File: config.mk
export PLATFORM = sky130hd
export DESIGN_NAME = fwp_cell
export DESIGN_NICKNAME = d
export VERILOG_FILES = /design/src/sv/fwp_pkg.sv /design/src/sv/fwp_cell.sv
export SDC_FILE = /design/constraint.sdc
export NUM_CORES = 1
export LEC_CHECK = 0
export CORE_AREA = 2 2 109 111
export CTS_BUF_LIST = sky130_fd_sc_hd__clkbuf_16
export DETAILED_ROUTE_END_ITERATION = 10
export DIE_AREA = 0 0 111 113
export DONT_BUFFER_PORTS = 1
export PLACE_DENSITY = 0.75
export SETUP_SLACK_MARGIN = 0.5
export SLEW_MARGIN = 20
export SYNTH_ARGS = -nofsm -noshare
export SYNTH_HDL_FRONTEND = slang
export SYNTH_SLANG_ARGS = --single-unit
File: constraint.sdc
create_clock -name clk -period 4.43 [get_ports clk]
set_input_delay 0.886 -clock clk [delete_from_list [all_inputs] [get_ports clk]]
set_output_delay 0.886 -clock clk [all_outputs]
set_load 0.02 [all_outputs]
File: src/sv/fwp_pkg.sv
// ----------------------------------------------------------------------------
// fwp_pkg: shared types and constants for the weighted flavour pick
// Field widths, handshake codes, the controller state type and the small
// structs that travel between the controller and the slot cells.
// ----------------------------------------------------------------------------
package fwp_pkg;

  // Fixed field widths of the item channels.
  localparam int unsigned CODE_W     = 24;
  localparam int unsigned IN_IDX_W   = 4;
  localparam int unsigned IN_WGT_W   = 16;
  localparam int unsigned MASS_W     = 16;
  localparam int unsigned EMAX_W     = 17;
  localparam int unsigned FRAC_W     = 16;
  localparam int unsigned OUT_SLOT_W = 4;

  // Item modes.
  localparam logic MODE_LOAD   = 1'b0;
  localparam logic MODE_SELECT = 1'b1;

  // Result status codes.
  localparam logic STATUS_OK   = 1'b0;
  localparam logic STATUS_NONE = 1'b1;

  // Controller states.
  typedef enum logic [2:0] {
    ST_IDLE,
    ST_SUM,
    ST_MUL,
    ST_ADD,
    ST_PICK,
    ST_DONE
  } fwp_state_t;

  // Slot write broadcast to every cell.
  typedef struct packed {
    logic                en;
    logic [IN_IDX_W-1:0] index;
    logic [CODE_W-1:0]   code;
    logic [IN_WGT_W-1:0] weight;
    logic [MASS_W-1:0]   mass;
    logic                is_diquark;
    logic                is_dark;
  } load_t;

  // Eligibility filters of the select item in flight.
  typedef struct packed {
    logic [EMAX_W-1:0] emax;
    logic              veto;
    logic              dark_only;
  } filt_t;

  // Control part of the packet that walks along the cell row.
  typedef struct packed {
    logic vld;
    logic pick;
    logic found;
    logic anti;
  } cell_ctl_t;

endpackage

File: src/sv/fwp_cell.sv
// ----------------------------------------------------------------------------
// fwp_cell: one table slot of the candidate row
// Holds one slot and works on the packet handed over by its left neighbor:
// adds its weight during the sum pass, or subtracts it and claims the pick
// during the pick pass. The packet moves one cell per cycle.
// ----------------------------------------------------------------------------
module fwp_cell import fwp_pkg::*; #(
  parameter int unsigned SLOT_ID     = 0,
  parameter int unsigned IDX_W       = 4,
  parameter int unsigned WEIGHT_BITS = 16,
  parameter int unsigned ACC_W       = 37
) (
  input  logic              clk,
  input  logic              rst_n,
  input  load_t             ld_i,
  input  filt_t             filt_i,
  input  cell_ctl_t         ctl_i,
  input  logic [ACC_W-1:0]  acc_i,
  input  logic [CODE_W-1:0] code_i,
  input  logic [IDX_W-1:0]  slot_i,
  output cell_ctl_t         ctl_o,
  output logic [ACC_W-1:0]  acc_o,
  output logic [CODE_W-1:0] code_o,
  output logic [IDX_W-1:0]  slot_o
);

  localparam int unsigned PAD_W = ACC_W - WEIGHT_BITS - FRAC_W;

  logic                   valid_r;
  logic [CODE_W-1:0]      code_r;
  logic [WEIGHT_BITS-1:0] weight_r;
  logic [MASS_W-1:0]      mass_r;
  logic                   diq_r;
  logic                   dark_r;

  cell_ctl_t              ctl_r, ctl_nxt;
  logic [ACC_W-1:0]       acc_r, acc_nxt;
  logic [CODE_W-1:0]      pcode_r, pcode_nxt;
  logic [IDX_W-1:0]       pslot_r, pslot_nxt;

  logic                   hit;
  logic                   elig;
  logic [ACC_W-1:0]       w_ext;
  logic [ACC_W-1:0]       w_sh;

  // Slot write when the broadcast index names this cell.
  assign hit = ld_i.en && (32'(ld_i.index) == SLOT_ID);

  always_ff @(posedge clk) begin
    if (!rst_n) begin
      valid_r <= 1'b0;
    end else if (hit) begin
      valid_r <= 1'b1;
    end
  end

  always_ff @(posedge clk) begin
    if (hit) begin
      code_r   <= ld_i.code;
      weight_r <= WEIGHT_BITS'(ld_i.weight);
      mass_r   <= ld_i.mass;
      diq_r    <= ld_i.is_diquark;
      dark_r   <= ld_i.is_dark;
    end
  end

  // Eligibility under the filters of the current select item.
  assign elig = valid_r && !(filt_i.veto && diq_r) && !(filt_i.dark_only && !dark_r) &&
                (weight_r != '0) && ({mass_r, 1'b0} < filt_i.emax);

  // Weight as a running-sum term and as a term scaled by 2^16.
  assign w_ext = {{(ACC_W - WEIGHT_BITS){1'b0}}, weight_r};
  assign w_sh  = {{PAD_W{1'b0}}, weight_r, {FRAC_W{1'b0}}};

  // Packet update for this slot.
  always_comb begin
    ctl_nxt   = ctl_i;
    acc_nxt   = acc_i;
    pcode_nxt = code_i;
    pslot_nxt = slot_i;
    if (ctl_i.vld && elig) begin
      if (!ctl_i.pick) begin
        acc_nxt = acc_i + w_ext;
      end else if (!ctl_i.found) begin
        if (w_sh >= acc_i) begin
          ctl_nxt.found = 1'b1;
          ctl_nxt.anti  = diq_r;
          pcode_nxt     = code_r;
          pslot_nxt     = IDX_W'(SLOT_ID);
        end else begin
          acc_nxt = acc_i - w_sh;
        end
      end
    end
  end

  // Hand the packet to the right neighbor.
  always_ff @(posedge clk) begin
    if (!rst_n) begin
      ctl_r <= '0;
    end else begin
      ctl_r <= ctl_nxt;
    end
  end

  always_ff @(posedge clk) begin
    acc_r   <= acc_nxt;
    pcode_r <= pcode_nxt;
    pslot_r <= pslot_nxt;
  end

  assign ctl_o  = ctl_r;
  assign acc_o  = acc_r;
  assign code_o = pcode_r;
  assign slot_o = pslot_r;

endmodule

Word-level counts from Yosys, hierarchy flattened
Cells that the tools add are included.
Widths: inputs -> output; s select.
- flip-flop bits (word level): 128
- bits of input ports: 153
- output and inout bits: 69
- $add $sub $neg: 2
- magnitude comparators: 2
- mux-type cells: 16
- reduce and logical (&&, ||, !) cells: 13
- operator list (operator ; count):
    $mux 37 ; 4
    $mux 24 ; 4
    $add 37x16->37 ; 1
    $ge 32x37->1 ; 1
    $sub 37x32->37 ; 1
    $lt 17x17->1 ; 1
    $mux 4 ; 4
    $reduce_bool 16->1 ; 1
    $logic_and 1x1->1 ; 8
    $mux 2 ; 4
    $logic_not 4->1 ; 1
    $logic_not 1->1 ; 3

Longest topological paths before layout
Gate-level depths: netlist of run 1.
- depth in word-level cells: 8
- mapped depth: 12
- gate-level depth less buffers: 10

Worst setup path after synthesis of run 1
Ideal clock, no wire load.
- path type: input-to-reg
- start: input acc_i[0]
- end: register acc_r[26] (netlist: acc_o[26])
- arrival time: 3169 ps
- required time: 4311 ps
- setup slack: 1142 ps
- cell stages on the path: 10
- path through: ha_1 -> fa_1 -> a21o_1 -> a31oi_1 -> o21ai_2 -> a211oi_1 -> o221ai_2 -> nand3_1 -> mux2_2 -> o221a_2
- cells in the longest elaborated chain, start to end: 5
- elaborated cells between the ends (all ways): 7
- RTL lines (element ; RTL line ; source):
    start: declaration ; fwp_cell.sv:18 ; input logic [ACC_W-1:0] acc_i,
    $sub 37x32->37 / $ge 32x37->1 (equally long branches) ; fwp_cell.sv:91, fwp_cell.sv:85 ;
    $mux 37 ; fwp_cell.sv:85 ; if (w_sh >= acc_i) begin
    $mux 37 ; fwp_cell.sv:84 ; end else if (!ctl_i.found) begin
    $mux 37 * ; fwp_cell.sv:82 ; if (!ctl_i.pick) begin
    $mux 37 * ; fwp_cell.sv:81 ; if (ctl_i.vld && elig) begin
    named net acc_nxt[26] ; fwp_cell.sv:37 ; logic [ACC_W-1:0] acc_r, acc_nxt;
    end signal: assignment ; fwp_cell.sv:107 ; acc_r <= acc_nxt;
    end: declaration ; fwp_cell.sv:37 ;
Mark *: on every way through the listed nets, which the timed path passes. The rest lies on a longest branch.
A chain may end at the register's enable or synchronous reset.

Final worst setup path of run 1
- start: register weight_r[0]
- end: register acc_r[26] (netlist: acc_o[26])
- cells in the longest elaborated chain, start to end: 5
- elaborated cells between the ends (all ways): 11
- RTL lines (element ; RTL line ; source):
    start: declaration ; fwp_cell.sv:31 ; logic [WEIGHT_BITS-1:0] weight_r;
    start signal: assignment ; fwp_cell.sv:60 ; weight_r <= WEIGHT_BITS'(ld_i.weight);
    $sub 37x32->37 (tied with other cells) ; fwp_cell.sv:91 ; acc_nxt = acc_i - w_sh;
    $mux 37 / $logic_and 1x1->1 (equally long branches) ; fwp_cell.sv:85, fwp_cell.sv:68 ;
    $mux 37 / $logic_and 1x1->1 (equally long branches) ; fwp_cell.sv:84, fwp_cell.sv:69 ;
    $mux 37 / $logic_and 1x1->1 (equally long branches) ; fwp_cell.sv:82, fwp_cell.sv:81 ;
    $mux 37 * ; fwp_cell.sv:81 ;
    named net acc_nxt[26] ; fwp_cell.sv:37 ;
Marked as above.

==> results of run 1 <==
## power breakdown
group / switching, W / internal [W] / total (W)
Clock: 0.000513 / 0.000937 / 0.00145
Combinational: 0.000142 / 0.000115 / 0.000257
Sequential: 0.0000663 / 0.00128 / 0.00135
## flip-flops by register name, summed over array words and instances, names as in the netlist
register	flops
acc_o	37
code_o	24
code_r	24
mass_r	16
weight_r	16
ctl_o	4
slot_o	4
dark_r	1
diq_r	1
valid_r	1
## worst min-delay path by stage
stage / to / slack [ns] / cells past startpoint
after floorplan: valid_r$_SDFFE_PN0P_ / 0.44 / 1
after global placement: code_o[6]$_DFF_P_ / 0.45 / 1
after detailed placement: code_o[4]$_DFF_P_ / 0.46 / 1
after CTS: valid_r$_SDFFE_PN0P_ / 0.47 / 1
after global routing: code_o[5]$_DFF_P_ / 0.48 / 1
final: valid_r$_SDFFE_PN0P_ / 0.47 / 1
## per-stage QoR
step                      setup WS, ns  hold slack (ns)   util
after floorplan                   1.14            0.441      -
after global placement           0.713            0.450  0.604
after detailed placement         0.633            0.459  0.604
after CTS                        0.988            0.473  0.659
after global routing             0.731            0.481  0.659
final                            0.928            0.467  0.659
## logic make-up after synthesis
group / Yosys count
muxes: 29
DFF: 128
and+or+nand+nor: 174
AOI/OAI and AO/OA: 161
buffers and inverters: 63
xor gates and xnor gates: 31
adders and majority gates: 50
## cell type report
cell class / count / area, um2 / area share
clock buffer: 17 / 425 / 0.0573
clock inverter: 15 / 194 / 0.0261
inverter: 46 / 173 / 0.0232
multi-input combinational: 445 / 3290 / 0.442
sequential: 128 / 3140 / 0.423
tap: 143 / 179 / 0.0241
timing repair buffer: 4 / 30.0 / 0.00404
## worst register-to-register path, cell delays in order (launching register included)
cell and delay, ns:
edfxtp_1 0.50, ha_1 0.28, fa_1 0.42, a21o_1 0.18, a31oi_1 0.27, o21ai_2 0.13, a211oi_1 0.42, o221ai_2 0.40
nand3_1 0.21, mux2_2 0.35, o221a_2 0.24
## synth_stat cells, drive strengths merged, types with 4 or more instances
library cell	number
dfxtp	70
edfxtp	58
nand2	49
ha	48
inv	46
a21oi	43
o21ai	32
nor2	28
mux2	25
xor2	16
a21o	15
xnor2	15
and3	13
nand3	13
nor4	12
a211oi	11
clkbuf	9
nand4	9
nor3	9
buf	8
nand2b	8
nor2b	8
or3	7
and2	6
o21a	5
o31ai	5
a221oi	4
a22oi	4
mux2i	4
o211ai	4
o22ai	4
## routing by layer
metal / global-route usage / wire (um)
met5: 0 / 0
met4: 0.123 / 498
met3: 0.102 / 1540
met2: 0.468 / 8510
met1: 0.297 / 6490
==> metrics.txt, run 1 <==
first-pass GRT wire length=25900 um; critical path, cell by cell=ha_1, fa_1, a21o_1, a31oi_1, o21ai_2, a211oi_1, o221ai_2, nand3_1, mux2_2, o221a_2; status=finished, final reports clean; initial antenna violation count=0; Startpoint Class=flip-flop; CTS clock-pin slew for the worst setup and hold paths=0.06 ns; Setup violations, final=0; average cell area after synthesis=10.5 um2; worst path arrival time=3.81 ns; nets@finish=845; Worst-Margin Slew=0.784 ns; final cycle utilization of the critical path=0.790; Max VDD drop=0.344 mV; Post-Synth Adder-Cell Area=0.0957; fillers=848; largest family of logic cells by synthesized area=compound AO/OA/AOI/OAI gates; most common cell after layout, fill and taps aside=dfxtp_1; clock sink count=128; commonest cells after routing, fill and taps aside=dfxtp_1, edfxtp_1, nand2_1, inv_1, ha_1; WS Path Type=flip-flop to flip-flop; Synth area leader=edfxtp_1; RSZ-0062 raised after global routing=false; Hold Startpoint=valid_r$_SDFFE_PN0P_; post-synthesis mux area share=0.0514; Pleak=3.04 nW; CTS resizes=0; #FFs+latches synth=128; via count=4993; area post-placement=6810 um2; Simple-Gate Fraction of Synth Area=0.136; worst path bufs/invs=0; Worst path max stage delay=0.50 ns; Initial DRC Count=320; slew margin rel.=0.478; post-route minimum period=3.50 ns; total gr overflow=0; Post-Layout Inst Area=7430 um2; Yosys Warn Count=0; vias in the first global route=4950; Critical path origin=weight_r[0]$_DFFE_PP_; CP top delay family=compound AO/OA/AOI/OAI gates; flop2flop setup slack=0.93 ns; WP data required=4.74 ns; hpwl dp=13200 um; final std cells w/o fill=798; Placer Congestion=0.936; post-synthesis compound-gate area fraction=0.167; Critical Path Slowest Stage Cell=edfxtp_1; clock tree buffer depth=2; max cap viols=0; Syn Nets=839; critical path peak fanout=15; count of input and output buffers=0; final wirelength=17000 um; hold buffers post-CTS=0; Inst Count DP=766; Post-Synth XOR/XNOR Area=0.0405; Detail Route Antenna Nets=0; Post-Syn Instances=636; R2R Path End=acc_o[26]$_DFF_P_; Setup crit end=acc_o[26]$_DFF_P_; Crit. End Element=flip-flop; largest net degree at the start of global routing=35; Final Hold Fails=0; Max Fclk=0.286 GHz; # diodes=0; H-Tree Level Count=4; synth unique cells=70; power per cell area=411 nW/um2; Die W=111 um; CTS tree=built; Syn Std Cell Area=6700 um2; Die H=113 um; Post-CTS Setup Inserts=0; row cnt=39; register area share after synthesis=0.469; RR Startpoint=weight_r[0]$_DFFE_PP_; Register-to-Register Path Depth=10; Slew Limit Fails=0; Initial Utilization=0.594; I/O pin total=222; Worst-Skew Late Latency=0.43 ns; DR WL/cell=21.3 um; skew final=0.0108 ns; Synth Flop Type=dfxtp_1; ys async rst share=0; die area=12500 um2; via/cell ratio=6.26; total CTS buffers=17; Power Total=0.00306 W; root buffer cell=clkbuf_16; Stages on worst setup path=10; Core Area=11300 um2; top cell type's share of synthesized area=0.260; fraction of layout cells with a size suffix above 1=0.108; number of enable flip-flop cells after synthesis=58; Total GRT Usage=0.270; worst hold path class=flip-flop to flip-flop; Synth area leaders=edfxtp_1, dfxtp_1, ha_1, mux2_2, a21oi_1; drt first pass iters=5; setup TNS=0 ns; drt drc=0; Area growth syn-to-layout=10.9%
Power figures use the tool's default switching activity.
==> run 2, diff against run 1 <==
--- a/config.mk
+++ b/config.mk
@@ -5,10 +5,10 @@
 export SDC_FILE = /design/constraint.sdc
 export NUM_CORES = 1
 export LEC_CHECK = 0
-export CORE_AREA = 2 2 109 111
+export CORE_AREA = 2 2 111 113
 export CTS_BUF_LIST = sky130_fd_sc_hd__clkbuf_16
 export DETAILED_ROUTE_END_ITERATION = 10
-export DIE_AREA = 0 0 111 113
+export DIE_AREA = 0 0 113 115
 export DONT_BUFFER_PORTS = 1
 export PLACE_DENSITY = 0.75
 export SETUP_SLACK_MARGIN = 0.5
==> constraint.sdc (replaced) <==
create_clock -name clk -period 3 [get_ports clk]
set_input_delay 0.6 -clock clk [delete_from_list [all_inputs] [get_ports clk]]
set_output_delay 0.6 -clock clk [all_outputs]
set_load 0.02 [all_outputs]
==> metrics.txt, run 2 (synthesis gave the netlist of run 1 again) <==
flop2flop setup slack=0.11 ns; final cycle utilization of the critical path=0.964; Total GRT Usage=0.299; Internal Power=0.00351 W; vias in the first global route=5623; Crit. End Element=flip-flop; via count=5746; die area=13000 um2; via/cell ratio=6.29; post-route minimum period=2.89 ns; CTS clock-pin slew for the worst setup and hold paths=0.06 ns; P_sw=0.00129 W; initial antenna violation count=0; RSZ-0062 raised after global routing=true; # diodes=0; slew margin rel.=0.578; Max VDD drop=0.473 mV; Initial DRC Count=475; Detail Route Antenna Nets=0; largest net degree at the start of global routing=30; Slew Limit Fails=0; failing checks=design-rule violations; Layout Utilization=0.805; total gr overflow=0; area post-placement=7410 um2; Post-Layout Inst Area=9510 um2; drt drc=12; Flop pwr share=0.415; final wirelength=21400 um; max reg flops=37; nets@finish=956; hpwl dp=13600 um; fraction of layout cells with a size suffix above 1=0.397; Critical Path Slowest Stage Cell=edfxtp_1; I/O pin total=222; Startpoint Class=flip-flop; Setup violations, final=0; Hold WS=0.263 ns; worst hold path class=primary input to flip-flop; Switching Fraction=0.269; first-pass GRT wire length=29300 um; Core Area=11800 um2; root buffer cell=clkbuf_16; DR WL/cell=23.4 um; Max Fclk=0.346 GHz; Area growth syn-to-layout=42.0%; clock sink count=128; Worst-Margin Slew=0.627 ns; Die H=115 um; worst path arrival time=3.20 ns; setup TNS=0 ns; cell mode on critical path=buf_12; max cap viols=0; Worst-Skew Late Latency=0.43 ns; CTS tree=built; clock tree buffer depth=2; Die W=113 um; row cnt=40; Final Hold Fails=0; Initial Utilization=0.567; Gate power share=0.136; drt first pass iters=8; clock network fraction of design power=0.448; critical path peak fanout=6; H-Tree Level Count=4; critical path, cell by cell=inv_2, ha_4, nand4b_1, or3_4, nor3_4, o211a_1, nor3b_4, buf_12, buf_12, buf_16, mux2_2; Worst path max stage delay=0.43 ns; Placer Congestion=0.907; WP data required=3.31 ns; Pleak=3.85 nW; count of input and output buffers=0; WS Path Type=flip-flop to flip-flop; power per cell area=505 nW/um2; commonest cells after routing, fill and taps aside=buf_4, dfxtp_1, edfxtp_1, nand2_1, inv_1; status=finished with violations; skew final=0.00817 ns; most common cell after layout, fill and taps aside=buf_4; total CTS buffers=17
run 2: cell types whose count changed in the layout (fill, tap and decap cells not counted), moves of 12 or more:
| cell | previous run | this run |
|---|---|---|
| mux2_2 | 19 | 1 |
| ha_4 | 0 | 25 |
| buf_6 | 0 | 24 |
| mux2_4 | 6 | 24 |
| a21oi_2 | 1 | 14 |
| a21oi_1 | 42 | 24 |
| ha_1 | 48 | 20 |
| inv_1 | 48 | 36 |
| buf_4 | 4 | 79 |
run 2: layout make-up:
type                    instances  area, um2
clock inverters                15        193
well taps                     147        184
clock buffers                  17        425
flip-flops and latches        128       3140
multi-input cells             445       4280
inverters                      46        175
repair buffers                115       1110
fillers                       650       2300
run 2: critical path, delay by kind of cell, from the launching register on:
| family | cells | cell delay, ns |
|---|---|---|
| muxes | 1 | 0.34 |
| adders and majority gates | 1 | 0.27 |
| DFF | 1 | 0.43 |
| and+or+nand+nor | 4 | 1.07 |
| buffers and inverters | 4 | 0.47 |
| AOI/OAI and AO/OA | 1 | 0.20 |
run 2: stage by stage:
step	cells	power, W	setup WS [ns]
6_report	913	0.00480	0.107
5_1_grt	913	0.00494	0.0614
4_1_cts	888	0.00470	0.246
3_5_place_dp	788	0.00247	0.0181
3_3_place_gp	788	0.00246	0.106
2_1_floorplan	636	0.00237	0.253
run 2: worst paths after layout:
kind                           from                 end  depth (start not counted)
min                       acc_i[34]   acc_o[34]$_DFF_P_                          1
min reg2reg     code_r[9]$_DFFE_PP_   code_o[9]$_DFF_P_                          1
max reg2reg  weight_r[13]$_DFFE_PP_  code_o[11]$_DFF_P_                         11
max          weight_r[13]$_DFFE_PP_  code_o[11]$_DFF_P_                         11
run 2: repair_timing:
item                       CTS  global route
pin swaps                   31            51
setup endpoints to repair   58            61
cloned                       2             1
hold buffers                 0             0
setup buffers               66            24
gates resized for setup     65            87
run 2: power by group through the flow:
stage               registers (W)  clock network, W  logic (W)
floorplan                 0.00202                 0   0.000357
global placement          0.00203                 0   0.000430
detailed placement        0.00203                 0   0.000442
CTS                       0.00199           0.00217   0.000538
global route              0.00200           0.00224   0.000697
finish                    0.00199           0.00215   0.000655
run 2: per-layer routing:
metal  vias up  GRT usage  part of all wire
met4         0      0.150             0.042
met1      2783      0.328              0.38
met5         -          0                 0
li1       2600          -                 -
met3        68      0.108             0.076
met2       295      0.515              0.51
==> run 3, diff against run 2 <==
==> constraint.sdc (replaced) <==
create_clock -name clk -period 3 [get_ports clk]
set_input_delay 0.3 -clock clk [delete_from_list [all_inputs] [get_ports clk]]
set_output_delay 0.3 -clock clk [all_outputs]
set_load 0.02 [all_outputs]
==> metrics.txt, run 3 (synthesis gave the netlist of run 1 again) <==
largest net degree at the start of global routing=38; Worst-Skew Late Latency=0.43 ns; area post-placement=6980 um2; Flop pwr share=0.425; via count=6154; critical path, cell by cell=inv_1, ha_4, buf_4, a21oi_1, nor2_1, nor3_1, nor3b_2, o211a_1, nor3b_4, buf_6, clkbuf_16, mux2_4; final std cells w/o fill=961; Stages on worst setup path=12; P_sw=0.00127 W; Internal Power=0.00342 W; worst path bufs/invs=4; power per cell area=483 nW/um2; critical path peak fanout=7; Detail Route Antenna Nets=0; Placer Congestion=0.966; max reg flops=37; Setup violations, final=0; Max VDD drop=0.433 mV; first-pass GRT wire length=31900 um; Die H=115 um; Slew Limit Fails=0; count of input and output buffers=0; post-route minimum period=2.92 ns; worst path arrival time=3.23 ns; setup slack at placement=0.0752 ns; Total GRT Usage=0.320; fraction of layout cells with a size suffix above 1=0.310; Initial Utilization=0.567; slew margin rel.=0.498; most common cell after layout, fill and taps aside=dlygate4sd3_1; Switching Fraction=0.270; drt drc=8; vias in the first global route=6090; total gr overflow=0; hold path depth=2; row cnt=40; clock tree buffer depth=2; Inst Count DP=782; Final Hold Fails=1; final wirelength=23500 um; Final WS setup=0.0791 ns; Gate power share=0.153; nets@finish=1004; setup TNS=0 ns; Crit. End Element=flip-flop; DR WL/cell=24.4 um; Register-to-Register Path Depth=12; total CTS buffers=17; commonest cells after routing, fill and taps aside=dlygate4sd3_1, dfxtp_1, buf_4, edfxtp_1, nand2_1; Worst-Margin Slew=0.746 ns; skew final=0.00833 ns; Core Area=11800 um2; drt first pass iters=10; hpwl dp=13500 um; Critical Path Slowest Stage Cell=edfxtp_1; max cap viols=0; # diodes=0; die area=13000 um2; clock network fraction of design power=0.422; clock sink count=128; Pleak=3.93 nW; status=finished with violations; via/cell ratio=6.40; CP top delay family=simple AND/OR/NAND/NOR gates; Post-Layout Inst Area=9700 um2; WS Path Type=flip-flop to flip-flop; root buffer cell=clkbuf_16; Max Fclk=0.342 GHz; Worst path max stage delay=0.43 ns; Area growth syn-to-layout=44.8%; initial antenna violation count=0; WP data required=3.31 ns; final cycle utilization of the critical path=0.974; I/O pin total=222; Die W=113 um; worst hold path class=primary input to flip-flop; RSZ-0062 raised after global routing=true; Startpoint Class=flip-flop; CTS clock-pin slew for the worst setup and hold paths=0.06 ns; Hold WS=-0.000349 ns; CTS tree=built; H-Tree Level Count=4; Initial DRC Count=617; fillers=621; failing checks=design-rule violations, negative hold slack
## run 3: cell count changes in the layout (fill, tap and decap cells not counted), sizes merged
cell	change
clkbuf	+2
dlygate4sd3	+79
bufinv	-1
buf	-33
inv	-4
clkinvlp	+4
clkinv	+1
## run 3: layer usage
metal,global-route usage,routed length [um],part of all wire,up-vias
met3,0.0849,1920,0.082,104
met4,0.172,1080,0.046,0
met2,0.552,12000,0.51,420
met5,0,0,0,-
li1,-,-,-,2696
met1,0.364,8480,0.36,2934
## run 3: metrics by stage
stage / power [W] / util
floorplan: 0.00233 / -
global placement: 0.00241 / 0.591
detailed placement: 0.00242 / 0.591
CTS: 0.00451 / 0.752
global route: 0.00480 / 0.821
finish: 0.00468 / 0.821
## run 3: what timing repair did
| item | in CTS | in global routing |
|---|---|---|
| gates resized for setup | 57 | 114 |
| hold endpoints to repair | 85 | 0 |
| gates cloned | 1 | 3 |
| setup buffers | 28 | 36 |
| pin swaps | 14 | 58 |
| hold buffers | 79 | 0 |
| setup endpoints to repair | 51 | 66 |
## run 3: worst paths after layout
path / slack, ns / startpoint / end
hold reg to reg: 0.47 / code_r[22]$_DFFE_PP_ / code_o[22]$_DFF_P_
hold / removal: -0.0003 / acc_i[4] / acc_o[4]$_DFF_P_
setup / recovery: 0.08 / weight_r[14]$_DFFE_PP_ / code_o[8]$_DFF_P_
setup reg to reg: 0.08 / weight_r[14]$_DFFE_PP_ / code_o[8]$_DFF_P_
## run 3: worst reg2reg max path: stages, from the launching register on
cell	delay [ns]
edfxtp_1	0.43
inv_1	0.13
ha_4	0.22
buf_4	0.15
a21oi_1	0.18
nor2_1	0.10
nor3_1	0.22
nor3b_2	0.30
o211a_1	0.21
nor3b_4	0.20
buf_6	0.19
clkbuf_16	0.18
mux2_4	0.31
## run 3: area by class of cell
cell class,instances,area (um2),area share
Multi-Input combinational cell,445,4040,0.416
Sequential cell,128,3140,0.324
Timing Repair Buffer,163,1600,0.165
Clock buffer,17,425,0.0439
Tap cell,147,184,0.0190
Inverter,46,173,0.0178
Clock inverter,15,136,0.0141
## run 3: power by group through the flow
stage	Combinational (W)	Clock, W	Sequential, W
2_1_floorplan	0.000313	0	0.00202
3_3_place_gp	0.000382	0	0.00203
3_5_place_dp	0.000395	0	0.00203
4_1_cts	0.000549	0.00197	0.00199
5_1_grt	0.000752	0.00205	0.00200
6_report	0.000715	0.00198	0.00199
